`config.mk`:
```
export PLATFORM = sky130hd
export DESIGN_NAME = cppc_back
export DESIGN_NICKNAME = d
export VERILOG_FILES = /design/src/hdl/cppc_pkg.sv /design/src/hdl/cppc_back.sv
export SDC_FILE = /design/constraint.sdc
export NUM_CORES = 2
export LEC_CHECK = 0
export BUFFER_PORTS_ARGS = -buffer_cell sky130_fd_sc_hd__buf_4
export CAP_MARGIN = 15
export CELL_PAD_IN_SITES_DETAIL_PLACEMENT = 1
export CELL_PAD_IN_SITES_GLOBAL_PLACEMENT = 2
export CORE_MARGIN = 10
export CORE_UTILIZATION = 49
export DETAILED_ROUTE_END_ITERATION = 8
export PLACE_DENSITY = 0.94
export SETUP_SLACK_MARGIN = 0.1
export SLEW_MARGIN = 15
export SYNTH_ARGS = -nofsm -noshare
export SYNTH_HDL_FRONTEND = slang
export SYNTH_SLANG_ARGS = --single-unit
export TNS_END_PERCENT = 50
```
`constraint.sdc`:
```
create_clock -name i_clk -period 27.9 [get_ports i_clk]
set_input_delay 5.58 -clock i_clk [delete_from_list [all_inputs] [get_ports i_clk]]
set_output_delay 5.58 -clock i_clk [all_outputs]
set_load 0.03 [all_outputs]
```
`src/hdl/cppc_pkg.sv`:
```
`timescale 1ns / 1ps
// ----------------------------------------------------------------------------
// Calibrated pulse peak capture package
// Shared item types, state codes, register indexes and sizing constants.
// ----------------------------------------------------------------------------
package cppc_pkg;

    localparam int CPPC_CHANNELS = 8;
    localparam int Q_DEPTH       = 4;
    localparam int Q_PTR_W       = $clog2(Q_DEPTH);
    localparam int Q_CNT_W       = $clog2(Q_DEPTH + 1);

    localparam logic [1:0] REG_THRESHOLD = 2'd0;
    localparam logic [1:0] REG_CONFIRM   = 2'd1;
    localparam logic [1:0] REG_RELEASE   = 2'd2;

    localparam logic signed [31:0] THRESHOLD_RST = 32'sd128;
    localparam logic [15:0]        CONFIRM_RST   = 16'd500;
    localparam logic [15:0]        RELEASE_RST   = 16'd5000;
    localparam logic signed [31:0] GAIN_RST      = 32'sh0001_0000;

    localparam logic MODE_SAMPLE = 1'b0;
    localparam logic MODE_LOAD   = 1'b1;

    typedef enum logic [1:0] {
        PS_INACTIVE = 2'd0,
        PS_CONFIRM  = 2'd1,
        PS_ACTIVE   = 2'd2
    } t_pulse_state;

    typedef struct packed {
        logic               mode;
        logic [2:0]         channel;
        logic signed [15:0] sample;
        logic [31:0]        time_ms;
        logic signed [31:0] gain_in;
        logic signed [23:0] offset_in;
    } t_in_item;

    typedef struct packed {
        logic [2:0]         out_channel;
        logic [1:0]         pulse_state;
        logic signed [31:0] calibrated;
        logic signed [31:0] running_peak;
        logic signed [31:0] captured_peak;
        logic               capture_done;
    } t_out_item;

    typedef struct packed {
        logic               mode;
        logic [2:0]         channel;
        logic [14:0]        mag;
        logic [31:0]        time_ms;
        logic signed [31:0] gain;
        logic signed [23:0] offset;
    } t_job;

    typedef struct packed {
        logic               full;
        logic               empty;
        logic [Q_CNT_W-1:0] count;
    } t_q_status;

endpackage

```
`src/hdl/cppc_back.sv`:
```
`timescale 1ns / 1ps
// ----------------------------------------------------------------------------
// Back end
// Calibration pipeline, per-channel pulse tracking and the output register.
// ----------------------------------------------------------------------------
module cppc_back #(
    parameter int CHANNELS = cppc_pkg::CPPC_CHANNELS
) (
    input  logic                 i_clk,
    input  logic                 i_rst_n,
    input  logic                 i_cfg_valid,
    input  logic [1:0]           i_cfg_addr,
    input  logic [31:0]          i_cfg_data,
    input  cppc_pkg::t_job       i_job,
    input  cppc_pkg::t_q_status  i_q_status,
    output logic                 o_pop,
    output logic                 o_out_valid,
    input  logic                 i_out_stall,
    output cppc_pkg::t_out_item  o_out_data
);
    import cppc_pkg::*;

    localparam int IDX_W = (CHANNELS > 1) ? $clog2(CHANNELS) : 1;

    logic signed [31:0] r_threshold;
    logic [15:0]        r_confirm;
    logic [15:0]        r_release;

    t_pulse_state       r_state [CHANNELS];
    logic [31:0]        r_stamp [CHANNELS];
    logic signed [31:0] r_peak  [CHANNELS];
    logic signed [31:0] r_cap   [CHANNELS];
    logic signed [31:0] r_gain  [CHANNELS];
    logic signed [23:0] r_offset[CHANNELS];

    logic               r_s1_valid;
    logic [2:0]         r_s1_ch;
    logic [31:0]        r_s1_time;
    logic signed [24:0] r_s1_d;
    logic signed [31:0] r_s1_gain;

    logic               r_s2_valid;
    logic [2:0]         r_s2_ch;
    logic [31:0]        r_s2_time;
    logic signed [56:0] r_s2_prod;

    logic               r_s3_valid;
    logic [2:0]         r_s3_ch;
    logic [31:0]        r_s3_time;
    logic signed [31:0] r_s3_cal;

    logic               r_out_valid;
    t_out_item          r_out;

    logic               adv;
    logic [IDX_W-1:0]   idx0;
    logic [IDX_W-1:0]   idx3;
    logic signed [24:0] d;
    logic signed [56:0] rnd;
    logic [9:0]         hi;
    logic signed [31:0] cal;

    t_pulse_state       cur_st;
    t_pulse_state       n_st;
    logic [31:0]        n_stamp;
    logic signed [31:0] n_peak;
    logic signed [31:0] n_cap;
    logic               n_done;
    logic               above;
    logic [31:0]        elapsed;

    assign adv         = !r_out_valid || !i_out_stall;
    assign o_pop       = adv && !i_q_status.empty;
    assign o_out_valid = r_out_valid;
    assign o_out_data  = r_out;

    // configuration
    always_ff @(posedge i_clk) begin
        if (!i_rst_n) begin
            r_threshold <= THRESHOLD_RST;
            r_confirm   <= CONFIRM_RST;
            r_release   <= RELEASE_RST;
        end else if (i_cfg_valid) begin
            unique case (i_cfg_addr)
                REG_THRESHOLD: r_threshold <= i_cfg_data;
                REG_CONFIRM:   r_confirm   <= i_cfg_data[15:0];
                REG_RELEASE:   r_release   <= i_cfg_data[15:0];
                default: ;
            endcase
        end
    end

    // stage 1: calibration load or offset subtract
    assign idx0 = IDX_W'(i_job.channel);
    assign d    = $signed({2'b00, i_job.mag, 8'h00})
                - $signed({r_offset[idx0][23], r_offset[idx0]});

    always_ff @(posedge i_clk) begin
        if (!i_rst_n) begin
            for (int i = 0; i < CHANNELS; i++) begin
                r_gain[i]   <= GAIN_RST;
                r_offset[i] <= '0;
            end
        end else if (o_pop && i_job.mode == MODE_LOAD) begin
            r_gain[idx0]   <= i_job.gain;
            r_offset[idx0] <= i_job.offset;
        end
    end

    // stages 2 and 3: multiply, then round and saturate
    assign rnd = r_s2_prod + 57'sd32768;
    assign hi  = rnd[56:47];

    always_comb begin
        if ((&hi) || !(|hi)) begin
            cal = rnd[47:16];
        end else if (hi[9]) begin
            cal = 32'sh8000_0000;
        end else begin
            cal = 32'sh7fff_ffff;
        end
    end

    always_ff @(posedge i_clk) begin
        if (!i_rst_n) begin
            r_s1_valid  <= 1'b0;
            r_s2_valid  <= 1'b0;
            r_s3_valid  <= 1'b0;
            r_out_valid <= 1'b0;
        end else if (adv) begin
            r_s1_valid  <= o_pop && i_job.mode == MODE_SAMPLE;
            r_s2_valid  <= r_s1_valid;
            r_s3_valid  <= r_s2_valid;
            r_out_valid <= r_s3_valid;
        end
    end

    always_ff @(posedge i_clk) begin
        if (adv) begin
            r_s1_ch   <= i_job.channel;
            r_s1_time <= i_job.time_ms;
            r_s1_d    <= d;
            r_s1_gain <= r_gain[idx0];
            r_s2_ch   <= r_s1_ch;
            r_s2_time <= r_s1_time;
            r_s2_prod <= r_s1_gain * r_s1_d;
            r_s3_ch   <= r_s2_ch;
            r_s3_time <= r_s2_time;
            r_s3_cal  <= cal;
            r_out.out_channel   <= r_s3_ch;
            r_out.pulse_state   <= n_st;
            r_out.calibrated    <= r_s3_cal;
            r_out.running_peak  <= n_peak;
            r_out.captured_peak <= n_cap;
            r_out.capture_done  <= n_done;
        end
    end

    // stage 4: pulse tracking
    assign idx3    = IDX_W'(r_s3_ch);
    assign cur_st  = r_state[idx3];
    assign above   = r_s3_cal > r_threshold;
    assign elapsed = r_s3_time - r_stamp[idx3];

    always_comb begin
        n_st    = cur_st;
        n_stamp = r_stamp[idx3];
        n_peak  = r_peak[idx3];
        n_cap   = r_cap[idx3];
        n_done  = 1'b0;
        if (above) begin
            unique case (cur_st)
                PS_INACTIVE: begin
                    n_st    = PS_CONFIRM;
                    n_peak  = '0;
                    n_stamp = r_s3_time;
                end
                PS_CONFIRM: begin
                    if (elapsed > {16'h0000, r_confirm}) begin
                        n_st    = PS_ACTIVE;
                        n_stamp = r_s3_time;
                    end
                end
                PS_ACTIVE: begin
                    if (r_s3_cal > r_peak[idx3]) begin
                        n_peak = r_s3_cal;
                    end
                    n_stamp = r_s3_time;
                end
                default: n_st = PS_INACTIVE;
            endcase
        end else if (cur_st == PS_ACTIVE && elapsed > {16'h0000, r_release}) begin
            n_st    = PS_INACTIVE;
            n_cap   = r_peak[idx3];
            n_peak  = '0;
            n_stamp = '0;
            n_done  = 1'b1;
        end
    end

    always_ff @(posedge i_clk) begin
        if (!i_rst_n) begin
            for (int i = 0; i < CHANNELS; i++) begin
                r_state[i] <= PS_INACTIVE;
                r_stamp[i] <= '0;
                r_peak[i]  <= '0;
                r_cap[i]   <= '0;
            end
        end else if (adv && r_s3_valid) begin
            r_state[idx3] <= n_st;
            r_stamp[idx3] <= n_stamp;
            r_peak[idx3]  <= n_peak;
            r_cap[idx3]   <= n_cap;
        end
    end

endmodule
```
==> key figures <==
Final layout
  – Most frequent cells in the layout: 1570 x edfxtp_1, 923 x inv_1, 819 x fa_1
  – Reg area: ~49000 um^2
  – Commonest non-fill, non-tap cell in the layout: edfxtp_1
  – Syn-to-layout area delta: 10.4%
  – Fin nets: between 9000 and 10000
  – Fillcell total: about 20000
  – Ratio of cells with drive above 1 in the final layout: 0.122
  – Multi-input gate area: around 47000 um^2

Clocking
  – Clock Latency Late Sink: 0.88 ns
  – Post-CTS setup buffers: 0
  – H-tree levels: 4
  – CTS Buffer Depth: 3
  – Clock-pin slew on the worst setup and hold paths: about 0.06 ns
  – # resized after CTS: 0
  – Hold buffers post-CTS: 0
  – CTS tree: built
  – Sink Count: 1641
  – Number of CTS-inserted buffers: around 180
  – Root buf cell: clkbuf_16

Status
  – Status: completed

Routing
  – DRC: 0
  – Vias per cell: ~6.1
  – Vias: between 60000 and 70000
  – Routed wire length per instance: roughly 28 um
  – DRT Pass-1 Iters: 6
  – Drt total wl: 307000 um
  – Detail Route Antenna Nets: 0
  – DRT iter0 DRCs: around 6500

Place
  – PortBufs: 249
  – RePlAce Congestion: about 0.85
  – Placed wire-length estimate: between 150000 and 200000 um

STA
  – Slew headroom: 0.130
  – Worst-case clock skew: ~0.077 ns
  – Fmax: around 84 MHz
  – Setup Viol. Count Final: 0
  – RSZ-0062 raised after global routing: false
  – Tcrit/Tclk final: 0.425
  – Worst Tran Pin Value: roughly 1.3 ns
  – Post-layout min period: 11.87 ns
  – Slew Viols, Final: 0
  – Final Hold Vio Count: 0
  – Setup TNS: 0 ns

Synth
  – Cell Area, Synth: around 100000 um^2
  – Number of synthesized flops with an enable pin: 1570
  – Syn Inst Count: 8061
  – Synth cell types: 84
  – Avg Inst Size Synth: 12.5 um^2
  – Sequential share of the synthesized area: 0.483
  – Yosys warnings: 0
  – Predominant post-synthesis flop cell: edfxtp_1
  – Syn_nets: just over 9000
  – Async set-or-reset flop fraction in the synthesized netlist: 0
  – Synthesized flop and latch total: ~1600

Worst setup path
  – Crit Path Category: primary input to output pin
  – Worst setup SP type: primary input
  – Crit Path Max Fanout: 10
  – WP data required: approximately 22 ns
  – Slowest cell on the critical path: buf_4
  – Critical path arrival: around 6.3 ns
  – Critical path cell sequence: buf_4 -> and2_1 -> buf_4 -> nor2_1 -> buf_4
  – Crit path top cell by count: buf_4
  – CP peak stage delay: roughly 0.19 ns
  – CP endpoint kind: output pin

GRT
  – Largest net degree at the start of global routing: around 150
  – Initial antenna violation count: 18
  – Gr ovfl total: 0
  – Number of global-route vias before repair: around 74000
  – GRT Total Usage: 0.274
  – Global-route wire length before repair: about 470000 um

Floorplanning
  – Die Height: ~470 um
  – Rows: 166
  – Die X: 473 um
  – Ports: 254
  – Die Area: between 200000 and 250000 um^2
  – CORE AREA: just over 200000 um^2
  – Initial Utilization: 0.492

Hold path
  – Class of the worst hold path: flip-flop to flip-flop

Flow run
  – Max Cap Viol: 0
## registers in the layout (all words and copies together) (netlist names), 42 cells and up, named ones only
register and count:
r_cap 256, r_offset 192, r_peak 256, r_s2_prod 42
r_gain 256, r_stamp 256, o_out_data 102
## final cells by class
cell class / count / share of cell area
antenna: 6 / 0.000135
clock buffer: 225 / 0.0415
clock inverter: 103 / 0.0114
inverter: 925 / 0.0313
multi-input combinational: 4959 / 0.420
sequential: 1641 / 0.438
tap: 2688 / 0.0303
timing repair buffer: 398 / 0.0272
## per-layer routing
layer	vias to the layer above	share of wire	global-route usage
met4	22	0.044	0.113
li1	28100	-	-
met3	796	0.078	0.0525
met1	34900	0.38	0.339
met2	3092	0.50	0.472
met5	-	0.00046	0
## worst max-delay path, delay by kind of cell
family	cells	cell delay [ns]
simple gates	2	0.24
buf+inv	3	0.45
## path summary, 6_finish.rpt
check	cells past startpoint	end	from	slack, ns
worst min register to register	0	r_s3_time[28]$_DFFE_PN_	r_s2_time[28]$_DFFE_PN_	0.40
worst max register to register	25	r_peak[3][4]$_SDFFCE_PN0P_	flip-flop	18.01
worst max-delay path	5	o_pop	i_out_stall	16.03
worst min-delay path	0	r_s3_time[28]$_DFFE_PN_	r_s2_time[28]$_DFFE_PN_	0.40
## Yosys cell counts (71+ instances only)
library cell,n,area [um^2]
xnor2_1,74,648
buf_1,71,267
mux2_2,74,833
o2bb2ai_1,249,2180
fa_1,819,16400
and2_1,402,2510
a22oi_1,217,1630
edfxtp_1,1570,47100
nand4_1,78,488
a21oi_1,125,626
nor2_1,686,2570
clkbuf_1,437,1640
dfxtp_1,71,1420
and3_1,466,2920
ha_1,296,3700
mux4_2,204,4590
inv_1,923,3460
nand2_1,587,2200
## metrics by stage
stage / instances / instance area, um^2 / hold WS, ns / utilization / setup WS [ns]
after CTS: 10900 / 111000 / 0.414 / 0.543 / 16.02
after global routing: 10900 / 111000 / 0.408 / 0.543 / 16.00
after floorplan: 8061 / 101000 / 0.400 / - / 10.11
final: 10900 / 111000 / 0.402 / 0.543 / 16.03
after detailed placement: 10600 / 105000 / 0.406 / 0.514 / 16.02
after global placement: 10600 / 105000 / 0.404 / 0.514 / 16.01
## logic make-up after synthesis
group	after synthesis	share of synthesized area
flip-flops	1641	0.483
XOR/XNOR	126	0.0110
adder cells (fa/ha/maj)	1115	0.200
AO/OA/AOI/OAI	931	0.0696
AND/OR/NAND/NOR	2438	0.120
multiplexers	349	0.0611
buffers and inverters	1461	0.0553
Power is not shown: default switching activity piles up to over one toggle a cycle in this logic, so the estimate is an artifact.
