==> config.mk <==
export PLATFORM = sky130hd
export DESIGN_NAME = cppc_front
export DESIGN_NICKNAME = d
export VERILOG_FILES = /design/src/hdl/cppc_pkg.sv /design/src/hdl/cppc_front.sv
export SDC_FILE = /design/constraint.sdc
export NUM_CORES = 1
export LEC_CHECK = 0
export ABC_AREA = 1
export CAP_MARGIN = 10
export CORE_AREA = 8 8 80 82
export DETAILED_ROUTE_END_ITERATION = 12
export DIE_AREA = 0 0 88 90
export DONT_BUFFER_PORTS = 1
export PLACE_DENSITY = 0.35
export SLEW_MARGIN = 40
export SYNTH_ARGS = -nofsm -noshare
export SYNTH_HDL_FRONTEND = slang
export SYNTH_SLANG_ARGS = --single-unit
==> constraint.sdc <==
create_clock -name vclk -period 2.5
set_clock_uncertainty 0.2 [all_clocks]
set_input_delay 0.25 -clock vclk [all_inputs]
set_output_delay 0.25 -clock vclk [all_outputs]
set_load 0.005 [all_outputs]
==> src/hdl/cppc_pkg.sv <==
`timescale 1ns / 1ps
// ----------------------------------------------------------------------------
// Calibrated pulse peak capture package
// Shared item types, state codes, register indexes and sizing constants.
// ----------------------------------------------------------------------------
package cppc_pkg;

    localparam int CPPC_CHANNELS = 8;
    localparam int Q_DEPTH       = 4;
    localparam int Q_PTR_W       = $clog2(Q_DEPTH);
    localparam int Q_CNT_W       = $clog2(Q_DEPTH + 1);

    localparam logic [1:0] REG_THRESHOLD = 2'd0;
    localparam logic [1:0] REG_CONFIRM   = 2'd1;
    localparam logic [1:0] REG_RELEASE   = 2'd2;

    localparam logic signed [31:0] THRESHOLD_RST = 32'sd128;
    localparam logic [15:0]        CONFIRM_RST   = 16'd500;
    localparam logic [15:0]        RELEASE_RST   = 16'd5000;
    localparam logic signed [31:0] GAIN_RST      = 32'sh0001_0000;

    localparam logic MODE_SAMPLE = 1'b0;
    localparam logic MODE_LOAD   = 1'b1;

    typedef enum logic [1:0] {
        PS_INACTIVE = 2'd0,
        PS_CONFIRM  = 2'd1,
        PS_ACTIVE   = 2'd2
    } t_pulse_state;

    typedef struct packed {
        logic               mode;
        logic [2:0]         channel;
        logic signed [15:0] sample;
        logic [31:0]        time_ms;
        logic signed [31:0] gain_in;
        logic signed [23:0] offset_in;
    } t_in_item;

    typedef struct packed {
        logic [2:0]         out_channel;
        logic [1:0]         pulse_state;
        logic signed [31:0] calibrated;
        logic signed [31:0] running_peak;
        logic signed [31:0] captured_peak;
        logic               capture_done;
    } t_out_item;

    typedef struct packed {
        logic               mode;
        logic [2:0]         channel;
        logic [14:0]        mag;
        logic [31:0]        time_ms;
        logic signed [31:0] gain;
        logic signed [23:0] offset;
    } t_job;

    typedef struct packed {
        logic               full;
        logic               empty;
        logic [Q_CNT_W-1:0] count;
    } t_q_status;

endpackage

==> src/hdl/cppc_front.sv <==
`timescale 1ns / 1ps
// ----------------------------------------------------------------------------
// Front end
// Accept items, drop out-of-range channels, take the sample magnitude and
// push a job into the queue.
// ----------------------------------------------------------------------------
module cppc_front #(
    parameter int CHANNELS = cppc_pkg::CPPC_CHANNELS
) (
    input  logic                 i_in_valid,
    input  cppc_pkg::t_in_item   i_in_data,
    output logic                 o_in_stall,
    input  cppc_pkg::t_q_status  i_q_status,
    output logic                 o_push,
    output cppc_pkg::t_job       o_job
);
    import cppc_pkg::*;

    logic        in_range;
    logic [15:0] neg_sample;
    logic [14:0] mag;

    assign o_in_stall = i_q_status.full;
    assign in_range   = 7'(i_in_data.channel) < 7'(CHANNELS);
    assign o_push     = i_in_valid && !o_in_stall && in_range;

    // saturate the most negative code
    always_comb begin
        neg_sample = 16'(-i_in_data.sample);
        if (i_in_data.sample == 16'sh8000) begin
            mag = 15'h7fff;
        end else if (i_in_data.sample[15]) begin
            mag = neg_sample[14:0];
        end else begin
            mag = i_in_data.sample[14:0];
        end
    end

    always_comb begin
        o_job.mode    = i_in_data.mode;
        o_job.channel = i_in_data.channel;
        o_job.mag     = mag;
        o_job.time_ms = i_in_data.time_ms;
        o_job.gain    = i_in_data.gain_in;
        o_job.offset  = i_in_data.offset_in;
    end

endmodule

==> results of run 1 <==
==> metal layers <==
| layer | global-route usage, % | routed length, um | up-vias |
|---|---|---|---|
| li1 | - | - | 298 |
| met1 | 5.398 | 810 | 289 |
| met2 | 9.856 | 1198 | 58 |
| met3 | 4.004 | 526 | 28 |
| met4 | 4.304 | 145 | 0 |
| met5 | 0 | 0 | - |
==> metrics by stage <==
| step | utilization [%] | setup slack [ns] |
|---|---|---|
| final | 10.73 | 0.7202 |
| after global routing | 10.73 | 0.5708 |
| after CTS | 10.73 | 0.6836 |
| after detailed placement | 10.73 | 0.6829 |
| after global placement | 10.73 | 0.7021 |
| after floorplan | - | 0.9506 |
==> final timing paths <==
check | end | slack (ns) | startpoint | depth (start not counted)
hold / removal | o_job[15] | 0.30 | i_in_data[15] | 0
setup / recovery | o_job[99] | 0.72 | i_in_data[89] | 6
==> cells by family after synthesis <==
logic type,after synthesis,share of synthesized area [%]
buffers and inverters,111,65.20
AND/OR/NAND/NOR,65,26.83
XOR/XNOR,5,3.669
adder cells (fa/ha/maj),1,1.048
AO/OA/AOI/OAI,6,3.249
==> report_power, final <==
part	internal (mW)	switching, mW	total, mW	leakage [nW]
logic	0.0249	0.0470	0.0719	0.296
registers	0	0	0	0
clock network	0	0	0	0
total	0.0249	0.0470	0.0719	0.296
==> layout make-up <==
class | instances | area (um2) | share of cell area (%)
inverters | 15 | 56.30 | 10.02
multi-input cells | 77 | 415.4 | 73.94
well taps | 72 | 90.09 | 16.04
==> cells in the mapped netlist (all sizes together) <==
| cell | n | share of area, % |
|---|---|---|
| nand2 | 32 | 10 |
| o211ai | 2 | 1.3 |
| xor2 | 5 | 3.7 |
| nand4 | 3 | 2.8 |
| ha | 1 | 1.0 |
| a21oi | 1 | 0.73 |
| nor2 | 10 | 4.0 |
| nor3 | 1 | 0.42 |
| buf | 96 | 60 |
| inv | 15 | 4.7 |
| nand3 | 18 | 8.8 |
| or2 | 1 | 0.73 |
| o21ai | 3 | 1.3 |
==> results.sh, run 1 <==
export IMPL_outcome="completed"
export IMPL_setup_violations=0
export IMPL_crit_type="in2out"
export IMPL_synth_yosys_seq_area_share_pct=0
export IMPL_cellPowerDensity_nw_per_um2=128.0
export IMPL_dp_hpwl_um=2359
export IMPL_setup_repair_after_global_routing_missed_its_margin="false"
export IMPL_start_util_pct=22.80
export IMPL_synth_fp_nets=303
export IMPL_drv_cap=0
export IMPL_numPortBuffers=0
export IMPL_worst_slew_margin_rel_pct=69.95
export IMPL_timing_critical_path_cells="inv_1 -> ha_1 -> nand2_1 -> nor2_2 -> nand4_4 -> nand3_1"
export IMPL_maximum_number_of_pins_on_one_net_before_global_route_repair=17
export IMPL_report_final_slew_viol_count=0
export IMPL_insertedDiodeCount=0
export IMPL_kind_of_start_point_of_the_critical_path="input port"
export IMPL_fraction_of_layout_instances_using_a_drive_strength_above_1_pct=9.783
export IMPL_layout_clock_buffers=0
export IMPL_post_cts_resize_count=0
export IMPL_timing_hold_violations_final=0
export IMPL_max_vdd_ir_drop_mv=0.01577
export IMPL_die_height_um=90
export IMPL_design_seq_count=0
export IMPL_required_ns=2.05
export IMPL_cts_setup_buffers=0
export IMPL_final_period_utilization_pct=71.19
export IMPL_layout_cells_most_common="sky130_fd_sc_hd__nand2_1"
export IMPL_critPathCaptureType="primary output"
export IMPL_postPlaceCellArea_um2=561.8
export IMPL_placeableCoreArea_um2=5236
export IMPL_remaining_drc_errors=0
export IMPL_post_synthesis_cells=188
export IMPL_hp_class="in2out"
export IMPL_post_drt_wl_per_cell_um=16.34
export IMPL_timing_critical_path_slowest_stage_cell="sky130_fd_sc_hd__nand4_4"
export IMPL_groute_usage_overall_pct=6.140
export IMPL_fillCellCount=636
export IMPL_crit_buf_inv=1
export IMPL_synth_distinct_cells=20
export IMPL_cts_hold_buffers=0
export IMPL_worstMarginPinSlew_ns=0.4461
export IMPL_arrival_ns=1.33
export IMPL_drt_vias_per_instance=4.104
export IMPL_hold_slack_ns=0.3000
export IMPL_dp_cells=164
export IMPL_rows=27
export IMPL_worstPathMaxFanout=14
export IMPL_io_pins=223
export IMPL_total_power_mw=0.07190
export IMPL_synthesis_warnings=0
export IMPL_initial_antenna_violation_count=0
export IMPL_floorplan_die_area_um2=7920
export IMPL_routed_wl_um=2680
export IMPL_overflow=0
export IMPL_final_cell_mix="sky130_fd_sc_hd__nand2_1, sky130_fd_sc_hd__nand3_1, sky130_fd_sc_hd__inv_1"
export IMPL_mappedNetlistArea_um2=1194
export IMPL_drt_iter0_drc=39
export IMPL_fmax_mhz=561.9
export IMPL_die_width_um=88
export IMPL_num_nets_final=209
export IMPL_final_period_minus_worst_setup_slack_ns=1.780
export IMPL_final_cell_area_um2=561.8
export IMPL_critical_path_top_delay_family="simple AND/OR/NAND/NOR gates"
export IMPL_syn_to_final_growth_pct=-52.94
export IMPL_fin_cells=164
export IMPL_avgSynthCellArea_um2=6.349
export IMPL_vias=673
export IMPL_cp_slowest_stage_delay_ns=0.27
export IMPL_number_of_global_route_vias_before_repair=661
export IMPL_wire_length_of_the_first_global_routing_pass_um=3864
export IMPL_detail_route_antenna_nets=0
export IMPL_p_leak_nw=0.2960
export IMPL_gpl_final_weighted_congestion=0.6657
export IMPL_setup_tns_ns=0
export IMPL_layout_area_seq_um2=0
export IMPL_drt_pass1_iter_count=4
Power figures use the tool's default switching activity.
==> run 2: changes to the inputs <==
--- a/config.mk
+++ b/config.mk
@@ -11,7 +11,7 @@
 export DETAILED_ROUTE_END_ITERATION = 12
 export DIE_AREA = 0 0 88 90
 export DONT_BUFFER_PORTS = 1
-export PLACE_DENSITY = 0.35
+export PLACE_DENSITY = 0.37
 export SLEW_MARGIN = 40
 export SYNTH_ARGS = -nofsm -noshare
 export SYNTH_HDL_FRONTEND = slang
==> constraint.sdc (replaced) <==
create_clock -name vclk -period 1.5
set_clock_uncertainty 0.2 [all_clocks]
set_input_delay 0.15 -clock vclk [all_inputs]
set_output_delay 0.15 -clock vclk [all_outputs]
set_load 0.005 [all_outputs]
==> run 2 against run 1 <==
Compared with the run above: routed wire length is 21% higher; utilization is 2.5 points higher; worst setup slack worse by 0.65 ns; largest cell class unchanged; critical path depth is 2 higher; critical path type unchanged; combinational power is 110% higher; final area is 23% higher; sequential cell count stayed put.
==> results.sh, run 2 (synthesized netlist as in run 1, its figures left out) <==
export IMPL_vias=713
export IMPL_timing_critical_path_slowest_stage_cell="sky130_fd_sc_hd__ha_2"
export IMPL_detail_route_antenna_nets=0
export IMPL_critPathCaptureType="primary output"
export IMPL_timing_hold_violations_final=0
export IMPL_kind_of_start_point_of_the_critical_path="input port"
export IMPL_post_drt_wl_per_cell_um=18.60
export IMPL_arrival_ns=1.08
export IMPL_cellInternalPower_mw=0.06193
export IMPL_combined_area_of_the_multi_input_logic_cells_um2=465.4
export IMPL_maximum_number_of_pins_on_one_net_before_global_route_repair=17
export IMPL_routed_wl_um=3255
export IMPL_hp_class="in2out"
export IMPL_layout_area_seq_um2=0
export IMPL_cellPowerDensity_nw_per_um2=219.8
export IMPL_final_period_utilization_pct=95.33
export IMPL_power_share_combinational_pct=100.0
export IMPL_setup_repair_after_global_routing_missed_its_margin="true"
export IMPL_total_switching_power_mw=0.08989
export IMPL_setup_ws_ns=0.07007
export IMPL_layout_cells_most_common="sky130_fd_sc_hd__nand2_1"
export IMPL_final_period_minus_worst_setup_slack_ns=1.430
export IMPL_number_of_global_route_vias_before_repair=750
export IMPL_hold_slack_ns=0.1000
export IMPL_floorplan_die_area_um2=7920
export IMPL_die_width_um=88
export IMPL_fraction_of_layout_instances_using_a_drive_strength_above_1_pct=24.27
export IMPL_worstPathMaxFanout=3
export IMPL_syn_to_final_growth_pct=-42.14
export IMPL_drt_vias_per_instance=4.074
export IMPL_overflow=0
export IMPL_dp_hpwl_um=2776
export IMPL_groute_usage_overall_pct=7.702
export IMPL_dp_cells=174
export IMPL_design_seq_count=0
export IMPL_fin_cells=175
export IMPL_rows=27
export IMPL_required_ns=1.15
export IMPL_wire_length_of_the_first_global_routing_pass_um=4761
export IMPL_critical_path_top_delay_family="buffers and inverters"
export IMPL_switching_fraction_of_total_power_pct=59.21
export IMPL_max_vdd_ir_drop_mv=0.02653
export IMPL_setup_violations=0
export IMPL_crit_type="in2out"
export IMPL_cts_setup_buffers=0
export IMPL_gpl_final_weighted_congestion=0.6718
export IMPL_p_leak_nw=0.3656
export IMPL_drt_pass1_iter_count=4
export IMPL_final_cell_mix="sky130_fd_sc_hd__nand2_1, sky130_fd_sc_hd__nand3_1, sky130_fd_sc_hd__inv_1"
export IMPL_start_util_pct=22.80
export IMPL_worst_slew_margin_rel_pct=69.50
export IMPL_layout_clock_buffers=0
export IMPL_pre_cts_slack_ns=-0.05864
export IMPL_remaining_drc_errors=0
export IMPL_die_height_um=90
export IMPL_outcome="completed"
export IMPL_crit_buf_inv=3
export IMPL_timing_critical_path_cells="inv_1 -> ha_2 -> nand2_4 -> buf_4 -> o21ai_2 -> buf_6 -> xor2_2 -> nand2_1"
export IMPL_cp_slowest_stage_delay_ns=0.21
export IMPL_num_nets_final=220
export IMPL_setup_tns_ns=0
export IMPL_cts_hold_buffers=0
export IMPL_initial_antenna_violation_count=0
export IMPL_io_pins=223
export IMPL_drt_iter0_drc=22
export IMPL_sequential_power_share_pct=0
export IMPL_insertedDiodeCount=0
export IMPL_pwr_share_clk_pct=0
export IMPL_fmax_mhz=699.3
export IMPL_worstMarginPinSlew_ns=0.4527
export IMPL_report_final_slew_viol_count=0
export IMPL_drv_cap=0
export IMPL_placeableCoreArea_um2=5236
export IMPL_numPortBuffers=0
export IMPL_fillCellCount=613
-- run 2: final cells by class --
| cell class | count | area share [%] |
|---|---|---|
| well taps | 72 | 13.04 |
| repair buffers | 10 | 11.41 |
| multi-input cells | 78 | 67.39 |
| inverters | 15 | 8.152 |
-- run 2: worst paths after layout --
check / startpoint / end / slack (ns) / depth (start not counted)
worst max-delay path: i_in_data[88] / o_job[94] / 0.07 / 8
worst min-delay path: i_in_data[106] / o_job[105] / 0.10 / 0
-- run 2: power by group through the flow --
stage | Sequential, mW | Combinational, mW | Clock, mW
final | 0 | 0.152 | 0
after global placement | 0 | 0.145 | 0
after CTS | 0 | 0.149 | 0
after detailed placement | 0 | 0.145 | 0
after floorplan | 0 | 0.307 | 0
after global routing | 0 | 0.172 | 0
-- run 2: what timing repair did --
| action | CTS | global route |
|---|---|---|
| pin swaps | 1 | 1 |
| setup endpoints to repair | 13 | 15 |
| gates resized for setup | 2 | 9 |
| cloned | 1 | 0 |
-- run 2: metal layers --
layer | vias to the layer above | track usage (%) | wire [um]
li1 | 321 | - | -
met1 | 303 | 4.822 | 745
met2 | 63 | 13.12 | 1594
met3 | 26 | 6.460 | 674
met4 | 0 | 6.743 | 240
met5 | - | 0 | 0
-- run 2: through the flow --
stage / total power [mW] / instance area (um2) / utilization, %
floorplan: 0.3072 / 1194 / -
global placement: 0.1448 / 636.9 / 12.16
detailed placement: 0.1452 / 636.9 / 12.16
CTS: 0.1486 / 658.1 / 12.57
global route: 0.1719 / 690.7 / 13.19
finish: 0.1518 / 690.7 / 13.19
==> run 3: changes to the inputs <==
--- a/config.mk
+++ b/config.mk
@@ -11,7 +11,7 @@
 export DETAILED_ROUTE_END_ITERATION = 12
 export DIE_AREA = 0 0 88 90
 export DONT_BUFFER_PORTS = 1
-export PLACE_DENSITY = 0.37
+export PLACE_DENSITY = 0.34
 export SLEW_MARGIN = 40
 export SYNTH_ARGS = -nofsm -noshare
 export SYNTH_HDL_FRONTEND = slang
==> run 3 against run 2 <==
Compared with the run above: global-route usage is 0.77 points lower; worst hold slack unchanged; total power increased by 1.8%; via count up 1.3%; worst setup slack gained 0.030 ns; die area unchanged; critical endpoint unchanged; highest routed layer unchanged.
==> results.sh, run 3 (synthesized netlist as in run 1, its figures left out) <==
export IMPL_postPlaceCellArea_um2=621.8
export IMPL_cellPowerDensity_nw_per_um2=221.4
export IMPL_overflow=0
export IMPL_floorplan_die_area_um2=7920
export IMPL_syn_to_final_growth_pct=-41.51
export IMPL_final_cell_mix="sky130_fd_sc_hd__nand2_1, sky130_fd_sc_hd__nand3_1, sky130_fd_sc_hd__inv_1"
export IMPL_final_period_minus_worst_setup_slack_ns=1.400
export IMPL_worstPathMaxFanout=3
export IMPL_required_ns=1.15
export IMPL_numPortBuffers=0
export IMPL_post_route_util_pct=13.33
export IMPL_critPathCaptureType="primary output"
export IMPL_total_power_mw=0.1546
export IMPL_final_cell_area_um2=698.2
export IMPL_outcome="completed"
export IMPL_die_height_um=90
export IMPL_report_final_slew_viol_count=0
export IMPL_arrival_ns=1.05
export IMPL_placeableCoreArea_um2=5236
export IMPL_fmax_mhz=714.1
export IMPL_remaining_drc_errors=0
export IMPL_number_of_global_route_vias_before_repair=758
export IMPL_setup_violations=0
export IMPL_drt_vias_per_instance=4.149
export IMPL_detail_route_antenna_nets=0
export IMPL_rows=27
export IMPL_timing_hold_violations_final=0
export IMPL_worstMarginPinSlew_ns=0.5089
export IMPL_io_pins=223
export IMPL_groute_usage_overall_pct=6.930
export IMPL_drv_cap=0
export IMPL_vias=722
export IMPL_maximum_number_of_pins_on_one_net_before_global_route_repair=17
export IMPL_worst_slew_margin_rel_pct=65.95
export IMPL_fraction_of_layout_instances_using_a_drive_strength_above_1_pct=26.47
export IMPL_initial_antenna_violation_count=0
export IMPL_crit_type="in2out"
export IMPL_insertedDiodeCount=0
export IMPL_cts_hold_buffers=0
export IMPL_setup_repair_after_global_routing_missed_its_margin="false"
export IMPL_kind_of_start_point_of_the_critical_path="input port"
export IMPL_layout_area_seq_um2=0
export IMPL_dp_hpwl_um=2433
export IMPL_post_drt_wl_per_cell_um=16.63
export IMPL_layout_clock_buffers=0
export IMPL_hp_class="in2out"
export IMPL_num_nets_final=219
export IMPL_design_seq_count=0
export IMPL_die_width_um=88
export IMPL_drt_pass1_iter_count=4
export IMPL_gpl_final_weighted_congestion=0.6316
export IMPL_drt_iter0_drc=33
export IMPL_routed_wl_um=2893
export IMPL_max_vdd_ir_drop_mv=0.02702
export IMPL_p_leak_nw=0.3579
export IMPL_final_period_utilization_pct=93.36
export IMPL_start_util_pct=22.80
export IMPL_wire_length_of_the_first_global_routing_pass_um=4360
export IMPL_layout_cells_most_common="sky130_fd_sc_hd__nand2_1"
run 3: metrics by stage:
stage | setup TNS [ns] | setup WS, ns | hold slack [ns] | std cells
global route | 0 | 0.001283 | 0.1000 | 174
finish | 0 | 0.09958 | 0.1000 | 174
detailed placement | -0.7240 | -0.08151 | 0.1000 | 172
global placement | -0.5467 | -0.06442 | 0.1000 | 172
CTS | 0 | 0.0006276 | 0.1000 | 173
floorplan | 0 | 0.1506 | 0.1311 | 188
run 3: routing by layer:
metal,track usage (%),vias up,share of wire (%)
met5,0,-,0
met2,10.80,63,45
met3,4.732,36,16
met1,5.975,302,32
met4,5.595,0,7.1
li1,-,321,-
run 3: cell type report:
class              instances  area (um2)
fillers                  633        4538
inverters                 15       56.30
multi-input cells         78       480.5
well taps                 72       90.09
repair buffers             9       71.32
run 3: what timing repair did:
item / 4_1_cts / 5_1_grt
resized for setup: 5 / 9
endpoints found under the setup margin: 14 / 14
cloned: 1 / 0
setup buffers: 0 / 1
pin swaps: 1 / 3
run 3: worst paths after layout:
path	start	endpoint	slack [ns]	cells after the start
setup / recovery	i_in_data[89]	o_job[94]	0.1	8
hold / removal	i_in_data[106]	o_job[105]	0.10	0
run 3: critical path: stages:
cell	delay [ns]
sky130_fd_sc_hd__inv_2	0.06
sky130_fd_sc_hd__ha_4	0.14
sky130_fd_sc_hd__nand2_2	0.07
sky130_fd_sc_hd__buf_4	0.15
sky130_fd_sc_hd__o21ai_2	0.12
sky130_fd_sc_hd__buf_4	0.13
sky130_fd_sc_hd__xor2_1	0.14
sky130_fd_sc_hd__nand2_1	0.10
run 3: where the power goes:
group	internal [mW]	total (mW)	leakage (nW)	switching [mW]
Sequential	0	0	0	0
Combinational	0.0629	0.155	0.358	0.0917
Clock	0	0	0	0
