==> config.mk <==
export PLATFORM = sky130hd
export DESIGN_NAME = cppc_queue
export DESIGN_NICKNAME = d
export VERILOG_FILES = /design/src/hdl/cppc_pkg.sv /design/src/hdl/cppc_queue.sv
export SDC_FILE = /design/constraint.sdc
export NUM_CORES = 1
export LEC_CHECK = 0
export ABC_AREA = 0
export BUFFER_PORTS_ARGS = -buffer_cell sky130_fd_sc_hd__buf_2
export CAP_MARGIN = 20
export CORE_MARGIN = 1.5
export CORE_UTILIZATION = 47
export DETAILED_ROUTE_END_ITERATION = 7
export PLACE_DENSITY = 0.67
export SLEW_MARGIN = 20
export SYNTH_ARGS = -nofsm -noshare
export SYNTH_HDL_FRONTEND = slang
export SYNTH_SLANG_ARGS = --single-unit
export TNS_END_PERCENT = 20
==> constraint.sdc <==
create_clock -name i_clk -period 5.12 [get_ports i_clk]
set_clock_uncertainty 0.2 [all_clocks]
set_input_delay 0.768 -clock i_clk [delete_from_list [all_inputs] [get_ports i_clk]]
set_output_delay 0.768 -clock i_clk [all_outputs]
set_load 0.01 [all_outputs]
==> src/hdl/cppc_pkg.sv <==
`timescale 1ns / 1ps
// ----------------------------------------------------------------------------
// Calibrated pulse peak capture package
// Shared item types, state codes, register indexes and sizing constants.
// ----------------------------------------------------------------------------
package cppc_pkg;

    localparam int CPPC_CHANNELS = 8;
    localparam int Q_DEPTH       = 4;
    localparam int Q_PTR_W       = $clog2(Q_DEPTH);
    localparam int Q_CNT_W       = $clog2(Q_DEPTH + 1);

    localparam logic [1:0] REG_THRESHOLD = 2'd0;
    localparam logic [1:0] REG_CONFIRM   = 2'd1;
    localparam logic [1:0] REG_RELEASE   = 2'd2;

    localparam logic signed [31:0] THRESHOLD_RST = 32'sd128;
    localparam logic [15:0]        CONFIRM_RST   = 16'd500;
    localparam logic [15:0]        RELEASE_RST   = 16'd5000;
    localparam logic signed [31:0] GAIN_RST      = 32'sh0001_0000;

    localparam logic MODE_SAMPLE = 1'b0;
    localparam logic MODE_LOAD   = 1'b1;

    typedef enum logic [1:0] {
        PS_INACTIVE = 2'd0,
        PS_CONFIRM  = 2'd1,
        PS_ACTIVE   = 2'd2
    } t_pulse_state;

    typedef struct packed {
        logic               mode;
        logic [2:0]         channel;
        logic signed [15:0] sample;
        logic [31:0]        time_ms;
        logic signed [31:0] gain_in;
        logic signed [23:0] offset_in;
    } t_in_item;

    typedef struct packed {
        logic [2:0]         out_channel;
        logic [1:0]         pulse_state;
        logic signed [31:0] calibrated;
        logic signed [31:0] running_peak;
        logic signed [31:0] captured_peak;
        logic               capture_done;
    } t_out_item;

    typedef struct packed {
        logic               mode;
        logic [2:0]         channel;
        logic [14:0]        mag;
        logic [31:0]        time_ms;
        logic signed [31:0] gain;
        logic signed [23:0] offset;
    } t_job;

    typedef struct packed {
        logic               full;
        logic               empty;
        logic [Q_CNT_W-1:0] count;
    } t_q_status;

endpackage

==> src/hdl/cppc_queue.sv <==
`timescale 1ns / 1ps
// ----------------------------------------------------------------------------
// Job queue
// Short FIFO between front and back so each side stalls on its own.
// ----------------------------------------------------------------------------
module cppc_queue (
    input  logic                 i_clk,
    input  logic                 i_rst_n,
    input  logic                 i_push,
    input  cppc_pkg::t_job       i_job,
    input  logic                 i_pop,
    output cppc_pkg::t_job       o_job,
    output cppc_pkg::t_q_status  o_status
);
    import cppc_pkg::*;

    t_job               r_mem [Q_DEPTH];
    logic [Q_PTR_W-1:0] r_wr;
    logic [Q_PTR_W-1:0] r_rd;
    logic [Q_CNT_W-1:0] r_cnt;

    assign o_job           = r_mem[r_rd];
    assign o_status.full   = r_cnt == Q_CNT_W'(Q_DEPTH);
    assign o_status.empty  = r_cnt == '0;
    assign o_status.count  = r_cnt;

    always_ff @(posedge i_clk) begin
        if (i_push) begin
            r_mem[r_wr] <= i_job;
        end
    end

    always_ff @(posedge i_clk) begin
        if (!i_rst_n) begin
            r_wr  <= '0;
            r_rd  <= '0;
            r_cnt <= '0;
        end else begin
            if (i_push) begin
                r_wr <= (r_wr == Q_PTR_W'(Q_DEPTH - 1)) ? '0 : r_wr + 1'b1;
            end
            if (i_pop) begin
                r_rd <= (r_rd == Q_PTR_W'(Q_DEPTH - 1)) ? '0 : r_rd + 1'b1;
            end
            if (i_push && !i_pop) begin
                r_cnt <= r_cnt + 1'b1;
            end else if (!i_push && i_pop) begin
                r_cnt <= r_cnt - 1'b1;
            end
        end
    end

endmodule

==> out/metrics.cfg, run 1 <==
[synthesis]
synth_fp_nets = 721
avgSynthCellArea_um2 = 26.3
ys_ff_latch = 437
synth_cell_types = 22
post_synth_instance_area_mm2 = 0.0159
yosys_warnings = 0
synth.yosys.seq_area_share_pct = 82.1
synth_cells = 603

[worst_setup_path]
cp_max_fo = 45
cp_slowest_cell = dfxtp_4
crit_arrival_ns = 2.66
critPathTopFamily = flip-flops
cp_num_buf_inv = 2
cp.required_ns = 4.15
reg2reg_from = r_wr[0]
crit_type = flop to output port
crit_path_end_kind = output port
slowest_delay_ns = 0.97
crit_chain = buf_4 > mux4_2 > buf_2
cp-start-kind = flop

[floorplanning]
core_area_mm2 = 0.0334
start_util_pct = 47.6
rows = 67
die_x_um = 187
dieArea_mm2 = 0.0349
ios = 223
die_y_um = 187

[pwr]
ir_drop_v = 0.000291
p_per_area_mw_per_mm2 = 417
clkPwrFrac_pct = 39.4
switchingPower_mw = 1.68
p_leak_nw = 6.38
switching_share_pct = 21.2
p_int_mw = 6.25
p_seq_share_pct = 52.6
pwr-share-comb_pct = 8.0

[routing]
firstDrtPassIters = 4
routedWlPerCell_um = 21.7
vias = 7109
drt_iter0_drc = 516
totalWireLength_mm = 29.2
via_per_inst = 5.28
drcViolationCount = 0
ant_nets = 0

[hold_path]
worstHoldStart = i_job[16]
hp-class = primary input to flop

[placed_design]
io_buffers = 222
dp_hpwl_mm = 17.2
place.gp.congestion = 0.689

[sta]
slew_headroom_pct = 35.0
period_share_pct = 70.9
setup_violations = 0
slew_violations = 0
fmax_mhz = 275
tightest_slew_ns = 0.976
hold_viol = 0
tns_ns = 0
finalCriticalPeriod_ns = 3.63
rsz0062_at_grt = false

[finish]
seqCellArea_mm2 = 0.0130
multi_input_area_mm2 = 0.00268
fin_nets = 976
num-fill-cells = 2508
area_delta_synth_final_pct = 19.7
drive_gt1_share_pct = 46.1
most-common-layout-cells = edfxtp_1 (428), buf_2 (222), mux4_2 (107)
final_common_cell = edfxtp_1
final_util_pct = 57.0

[clocking]
clockBufferDepth = 3
numCtsBuffers = 45
cts-resized-gates = 0
tritoncts = yes
cts_num_sinks = 437
cts_root_buf = clkbuf_16
clkTransAtPathRegs_ns = 0.06
clock_latency_ns = 0.53
htree_levels = 2
cts_setup_buffers = 0
cts_hold_buf = 0

[global_routing]
grt_pass1_vias = 7481
grt_util_all_layers_pct = 16.9
antenna_found_initial = 5
grt_pass1_wl_mm = 44.8
grt_max_degree = 61
overflow = 0

[flow_run]
maxCapViolCount = 0

[outcome]
outcome = complete, no violations

## power groups by stage
stage | Combinational (mW) | Sequential (mW) | Clock (mW)
after floorplan | 0.384 | 4.22 | 0
after global placement | 0.637 | 4.24 | 0
after detailed placement | 0.647 | 4.25 | 0
after CTS | 0.649 | 4.17 | 3.19
after global routing | 0.686 | 4.18 | 3.34
final | 0.634 | 4.17 | 3.13
## per-stage QoR
stage	setup WS (ns)	instance area [um2]	hold slack, ns	instances	power, mW
after floorplan	1.21	15900	0.312	603	4.60
after global placement	2.00	17600	0.318	1259	4.88
after detailed placement	1.96	17600	0.333	1259	4.89
after CTS	1.39	19000	0.214	1342	8.01
after global routing	1.25	19000	0.219	1343	8.21
final	1.49	19000	0.242	1346	7.93
## routing by layer
| metal | vias to the layer above | GRT usage, % | wire length (um) |
|---|---|---|---|
| li1 | 3125 | - | - |
| met1 | 3692 | 23.8 | 12500 |
| met2 | 239 | 26.6 | 14200 |
| met3 | 47 | 4.95 | 2060 |
| met4 | 6 | 3.82 | 433 |
| met5 | - | 0 | 40 |
## cells by family after synthesis
kind of cell	count (synthesis)	share of synthesized area [%]
mux	111	15.4
fa+ha+maj	7	0.599
xor+xnor	2	0.110
flops	437	82.1
compound gates	3	0.126
buf+inv	28	1.09
simple gates	15	0.567
## registers in the layout, indices dropped and copies added (netlist names), named ones only
register,count
r_cnt,3
r_mem,428
r_wr,2
r_rd,2
## worst paths after layout
kind	to	slack [ns]	depth (start not counted)
setup reg to reg	r_mem[3][70]	2.78	3
hold reg to reg	flop	0.34	2
hold / removal	r_mem[2][16]	0.24	1
setup / recovery	o_job[60]	1.49	3
## synth_stat cells, drive strengths merged
cell type	count	area [um2]
o21ai	1	5.00
o21a	1	7.51
clkbuf	7	26.3
xor2	1	8.76
nor3	2	10.0
xnor2	1	8.76
or3	1	6.26
nor3b	1	7.51
fa	1	20.0
a21boi	1	7.51
ha	6	75.1
nor2	1	3.75
nor2b	5	31.3
mux4	107	2410
and2	5	31.3
buf	17	131
mux2i	4	40.0
dfxtp	9	180
edfxtp	428	12900
inv	4	15.0
## final cells by class
class / count / share of cell area (%)
tap: 448 / 2.95
inverter: 4 / 0.0790
antenna: 4 / 0.0527
sequential: 437 / 68.6
multi-input combinational: 138 / 14.1
clock inverter: 22 / 1.03
timing repair buffer: 232 / 6.64
clock buffer: 61 / 6.52
Power figures use the tool's default switching activity.
==> run 2: changes to the inputs <==
==> constraint.sdc (replaced) <==
create_clock -name i_clk -period 3.35 [get_ports i_clk]
set_clock_uncertainty 0.2 [all_clocks]
set_input_delay 0.5025 -clock i_clk [delete_from_list [all_inputs] [get_ports i_clk]]
set_output_delay 0.5025 -clock i_clk [all_outputs]
set_load 0.01 [all_outputs]
==> run 2 against run 1 <==
Worst setup slack got worse by 0.94 ns. Flip-flop and latch count did not move. Design area rose by 6.0%. Utilization rose by 3.4 points. Die area did not move. Register-to-register slack got worse by 1.5 ns. Combinational power rose by 78%. Routed wire length rose by 3.1%. First-iteration DRC count rose by 5.6%. Total power rose by 51%. Final cell count rose by 8.1%. Global-route usage rose by 0.54 points. Largest power group unchanged. Highest routed layer is now met4.
==> out/metrics.cfg, run 2 (synthesis results as in run 1) <==
[outcome]
outcome = complete, no violations

[floorplanning]
start_util_pct = 47.6  ; unchanged
dieArea_mm2 = 0.0349  ; unchanged
die_y_um = 187  ; unchanged
ios = 223  ; unchanged
rows = 67  ; unchanged
die_x_um = 187  ; unchanged
core_area_mm2 = 0.0334  ; unchanged

[pwr]
ir_drop_v = 0.000472  ; +62%
p_total_mw = 12.0  ; +51%
p_leak_nw = 6.86  ; +7.6%
p_per_area_mw_per_mm2 = 596  ; +43%

[clocking]
cts_setup_buffers = 0  ; unchanged
numCtsBuffers = 43  ; -4.4%
clock_latency_ns = 0.52  ; about the same
htree_levels = 2  ; unchanged
cts_root_buf = clkbuf_16
cts_num_sinks = 437  ; unchanged
cts-resized-gates = 0  ; unchanged
clkTransAtPathRegs_ns = 0.06  ; about the same
clockBufferDepth = 3  ; unchanged
tritoncts = yes

[worst_setup_path]
cp.required_ns = 2.65  ; -1.50 ns
slowest_delay_ns = 0.74  ; -0.23 ns
crit_cells = 3  ; unchanged
regToRegEndpoint = r_mem[0][32]
critPathTopFamily = flip-flops
crit_path_end_kind = output port
endpoint = o_job[68]
crit_chain = buf_4 > mux4_2 > buf_2
cp-start-kind = flop
regToRegSetupSlack_ns = 1.31  ; -1.47 ns
cp_num_buf_inv = 2  ; unchanged
reg2reg_from = r_wr[0]
cp_max_fo = 31  ; -31%
crit_type = flop to output port
rr_worst_depth = 4  ; +1
crit_arrival_ns = 2.10  ; -0.56 ns
cp_slowest_cell = dfxtp_4

[sta]
setup_violations = 0  ; unchanged
rsz0062_at_grt = false
hold_viol = 0  ; unchanged
finalCriticalPeriod_ns = 2.80
slew_violations = 0  ; unchanged
tns_ns = 0  ; unchanged
slew_headroom_pct = 48.6  ; +14 points
tightest_slew_ns = 0.771  ; -0.204 ns
fmax_mhz = 357
period_share_pct = 83.7

[global_routing]
grt_pass1_vias = 8242  ; +10%
grt_util_all_layers_pct = 17.5  ; +0.54 points
use_met1_pct = 25.0  ; +1.2 points
grt_pass1_wl_mm = 46.9  ; +4.7%
met3_usage_pct = 3.46  ; -1.5 points
antenna_found_initial = 1  ; -4
grt_use_met2_pct = 28.1  ; +1.5 points
overflow = 0  ; unchanged
gr-max-usage-layer = met2
grt_max_degree = 49  ; -20%

[routing]
firstDrtPassIters = 4  ; unchanged
via_per_inst = 5.19  ; -1.8%
drcViolationCount = 0  ; unchanged
ant_nets = 0  ; unchanged
routedWlPerCell_um = 20.7  ; -4.6%
vias = 7550  ; +6.2%
drt_iter0_drc = 545  ; +5.6%
totalWireLength_mm = 30.1  ; +3.1%

[finish]
seqCellArea_mm2 = 0.0130  ; unchanged
final_common_cell = edfxtp_1
num-fill-cells = 2397  ; -4.4%
most-common-layout-cells = edfxtp_1 (428), buf_2 (222), mux4_2 (107)
fin_nets = 1092  ; +12%
stdcell_area_mm2 = 0.0201  ; +6.0%
largest_reg_flops = 428  ; unchanged
area_delta_synth_final_pct = 26.9
final_util_pct = 60.4  ; +3.4 points
drive_gt1_share_pct = 41.2  ; -4.9 points
top_register = r_mem
multi_input_area_mm2 = 0.00268  ; unchanged
largest_registers = r_mem x428, r_cnt x3

[placed_design]
dp_hpwl_mm = 17.8  ; +3.6%
placed_area_mm2 = 0.0178  ; +1.1%
io_buffers = 222  ; unchanged
place.gp.congestion = 0.684  ; -0.81%

[flow_run]
maxCapViolCount = 0  ; unchanged

[hold_path]
hp-class = primary input to flop

run 2: changes by cell type in the layout (fill, tap and decap cells not counted), sizes merged:
cell	before	now
buf	232	245
clkbuf	61	58
clkinvlp	3	0
diode	4	1
dlygate4sd3	0	105
run 2: final cells by class:
type / instances / area share, %
flip-flops and latches: 437 / 64.7
inverters: 4 / 0.0745
multi-input cells: 138 / 13.3
clock buffers: 58 / 5.73
well taps: 448 / 2.78
diodes: 1 / 0.0124
repair buffers: 350 / 12.5
clock inverters: 19 / 0.894
run 2: stage by stage:
stage	setup WS [ns]	hold slack, ns	std cells
2_1_floorplan	-0.337	0.312	603
3_3_place_gp	1.09	0.305	1272
3_5_place_dp	1.08	0.325	1272
4_1_cts	0.522	0.000381	1454
5_1_grt	0.464	0.00731	1455
6_report	0.547	0.0281	1455
run 2: timing repair:
action | 4_1_cts | 5_1_grt
endpoints found under the hold margin | 416 | 0
endpoints found under the setup margin | 0 | 0
hold buffers | 105 | 0
run 2: how the worst min path moves through the flow:
stage              endpoint  slack, ns      start  cells past startpoint
2_1_floorplan          flop       0.31    r_rd[1]                      2
3_3_place_gp       r_cnt[2]       0.30   r_cnt[2]                      2
3_5_place_dp       r_cnt[2]       0.33   r_cnt[2]                      2
4_1_cts        r_mem[2][10]     0.0004  i_job[10]                      1
5_1_grt        r_mem[3][10]      0.007  i_job[10]                      1
6_report       r_mem[2][10]       0.03  i_job[10]                      1
run 2: report_power, final:
part	leakage [nW]	total (mW)	internal (mW)	switching (mW)
Sequential	4.01	6.34	6.26	0.0741
Combinational	2.21	1.13	0.560	0.571
Clock	0.652	4.54	2.65	1.89
Total	6.86	12.0	9.48	2.53
run 2: routing by layer:
layer | part of all wire [%] | wire, um
met1 | 45 | 13500
met2 | 48 | 14500
met3 | 5.8 | 1750
met4 | 1.2 | 376
met5 | 0 | 0
==> run 3: changes to the inputs <==
--- a/config.mk
+++ b/config.mk
@@ -11,7 +11,7 @@
 export CORE_MARGIN = 1.5
 export CORE_UTILIZATION = 47
 export DETAILED_ROUTE_END_ITERATION = 7
-export PLACE_DENSITY = 0.67
+export PLACE_DENSITY = 0.7
 export SLEW_MARGIN = 20
 export SYNTH_ARGS = -nofsm -noshare
 export SYNTH_HDL_FRONTEND = slang
==> constraint.sdc (replaced) <==
create_clock -name i_clk -period 2.4 [get_ports i_clk]
set_clock_uncertainty 0.2 [all_clocks]
set_input_delay 0.36 -clock i_clk [delete_from_list [all_inputs] [get_ports i_clk]]
set_output_delay 0.36 -clock i_clk [all_outputs]
set_load 0.01 [all_outputs]
==> run 3 against run 2 <==
Highest routed layer is now met5. Combinational power grew 58%. The flow now finishes with violations (setup timing). Largest cell class unchanged. Final cell count is 1.0% higher. Via count grew 2.3%. Critical endpoint is now o_job[56]. Utilization increased by 1.5 points. Die area unchanged. Design area increased by 2.4%. Critical path type unchanged. Worst setup slack worse by 0.70 ns. Routed wire length rose by 5.1%. Worst hold slack improved by 0.037 ns. Critical path depth up 1. Global-route usage is 0.074 points higher.
==> out/metrics.cfg, run 3 (synthesis results as in run 1) <==
[routing]
vias = 7726  ; +2.3%
m1WireLength_mm = 13.9  ; +3.0%
firstDrtPassIters = 4  ; unchanged
routedWlPerCell_um = 21.5  ; +4.0%
totalWireLength_mm = 31.6  ; +5.1%
route.met3.wl_mm = 1.80  ; +2.9%
drcViolationCount = 0  ; unchanged
via_per_inst = 5.26  ; +1.3%
top_layer = met5
ant_nets = 0  ; unchanged
met2_length_mm = 15.5  ; +6.5%
drt_iter0_drc = 553  ; +1.5%

[floorplanning]
die_y_um = 187  ; unchanged
dieArea_mm2 = 0.0349  ; unchanged
ios = 223  ; unchanged
core_area_mm2 = 0.0334  ; unchanged
rows = 67  ; unchanged
die_x_um = 187  ; unchanged
start_util_pct = 47.6  ; unchanged

[sta]
finalCriticalPeriod_ns = 2.55
slew_violations = 0  ; unchanged
setup_violations = 107  ; +107
period_share_pct = 106
hold_viol = 0  ; unchanged
tns_ns = -10.46  ; -10.46 ns
fmax_mhz = 392
slew_headroom_pct = 65.5  ; +17 points
rsz0062_at_grt = true
tightest_slew_ns = 0.518  ; -0.253 ns
layout_setup_ws_ns = -0.149  ; -0.696 ns

[finish]
multi_input_area_mm2 = 0.00268  ; unchanged
drive_gt1_share_pct = 41.3  ; +0.12 points
largest_reg_flops = 428  ; unchanged
num-fill-cells = 2302  ; -4.0%
fin_nets = 1106  ; +1.3%
top_register = r_mem
area_delta_synth_final_pct = 29.9
seqCellArea_mm2 = 0.0130  ; unchanged
final_common_cell = edfxtp_1
most-common-layout-cells = edfxtp_1 (428), buf_2 (190), dlygate4sd3_1 (109)
largest_registers = r_mem x428, r_cnt x3
final_util_pct = 61.8  ; +1.5 points

[clocking]
clock_latency_ns = 0.52  ; about the same
cts_root_buf = clkbuf_16
clockBufferDepth = 3  ; unchanged
cts_num_sinks = 437  ; unchanged
numCtsBuffers = 44  ; +2.3%
clkTransAtPathRegs_ns = 0.06  ; about the same
htree_levels = 2  ; unchanged
tritoncts = yes

[global_routing]
overflow = 0  ; unchanged
grt_pass1_wl_mm = 46.7  ; -0.46%
antenna_found_initial = 3  ; +2
grt_max_degree = 77  ; +57%
grt_util_all_layers_pct = 17.6  ; +0.074 points
grt_pass1_vias = 8146  ; -1.2%

[pwr]
p_int_mw = 13.6  ; +43%
switchingPower_mw = 3.55  ; +40%
p_total_mw = 17.1  ; +43%
p_leak_nw = 7.06  ; +2.8%
p_per_area_mw_per_mm2 = 830  ; +39%
pwr-share-comb_pct = 10.4  ; +1.0 points
switching_share_pct = 20.8  ; -0.34 points
p_seq_share_pct = 51.6  ; -1.2 points
clkPwrFrac_pct = 38.0  ; +0.2 points
ir_drop_v = 0.000865  ; +84%

[worst_setup_path]
crit_type = flop to output port
cp-start-kind = flop
crit_arrival_ns = 1.99  ; -0.11 ns
reg2reg_from = r_wr[0]
cp_max_fo = 10  ; -68%
crit_path_end_kind = output port
cp.required_ns = 1.84  ; -0.81 ns

[placed_design]
place.gp.congestion = 0.726  ; +6.1%
place_ws_ns = 0.293  ; -0.782 ns
io_buffers = 222  ; unchanged
dp_hpwl_mm = 17.8  ; about the same

[flow_run]
maxCapViolCount = 0  ; unchanged

[outcome]
violations = setup timing
outcome = finished, violations left

[hold_path]
hp-class = primary input to flop
worstHoldStart = i_push

run 3: cell types whose count changed in the layout (fill, tap and decap cells not counted), sizes merged:
cell | previous run | this run
clkinv | 14 | 12
diode | 1 | 2
buf | 245 | 251
clkbuf | 58 | 64
bufinv | 3 | 4
inv | 6 | 4
dlygate4sd3 | 105 | 109
bufbuf | 0 | 1
run 3: area by class of cell:
cell class | instances | area share (%)
Sequential cell | 437 | 63.2
Timing Repair Buffer | 363 | 14.3
Multi-Input combinational cell | 138 | 13.0
Clock buffer | 62 | 5.82
Tap cell | 448 | 2.72
Clock inverter | 16 | 0.843
Inverter | 4 | 0.0728
Antenna cell | 2 | 0.0243
run 3: metal layers:
layer	GRT usage [%]	vias up
met4	4.09	2
met3	3.87	46
met2	28.4	253
li1	-	3381
met5	0	-
met1	24.7	4044
run 3: path summary, 6_finish.rpt:
kind | endpoint | slack, ns | cells past startpoint
max | o_job[56] | -0.15 | 4
min | r_wr[0] | 0.07 | 3
max reg2reg | r_mem[3][61] | 0.55 | 3
min reg2reg | flop | 0.34 | 2
run 3: power by group through the flow:
stage / logic (mW) / registers (mW) / clock network, mW
after floorplan: 0.821 / 8.98 / 0
after global placement: 1.47 / 8.98 / 0
after detailed placement: 1.49 / 9.00 / 0
after CTS: 1.70 / 8.84 / 6.65
after global routing: 1.90 / 8.86 / 6.94
final: 1.78 / 8.84 / 6.50
run 3: metrics by stage:
step / hold WS, ns / cell area [um2] / instances
after floorplan: 0.259 / 15900 / 603
after global placement: 0.313 / 17800 / 1271
after detailed placement: 0.330 / 17800 / 1271
after CTS: 0.0272 / 20400 / 1461
after global routing: 0.0803 / 20600 / 1470
final: 0.0656 / 20600 / 1470
run 3: critical path, cell delays in order (launching register included):
cell     delay [ns]
dfxtp_4        0.40
buf_16         0.19
buf_12         0.17
mux4_2         0.55
buf_6          0.15
run 3: timing repair:
action	in CTS	in global routing
endpoints found under the setup margin	107	107
hold buffers	109	0
hold endpoints to repair	437	0
cloned	1	2
gates resized for setup	17	21
buffers inserted	2	5
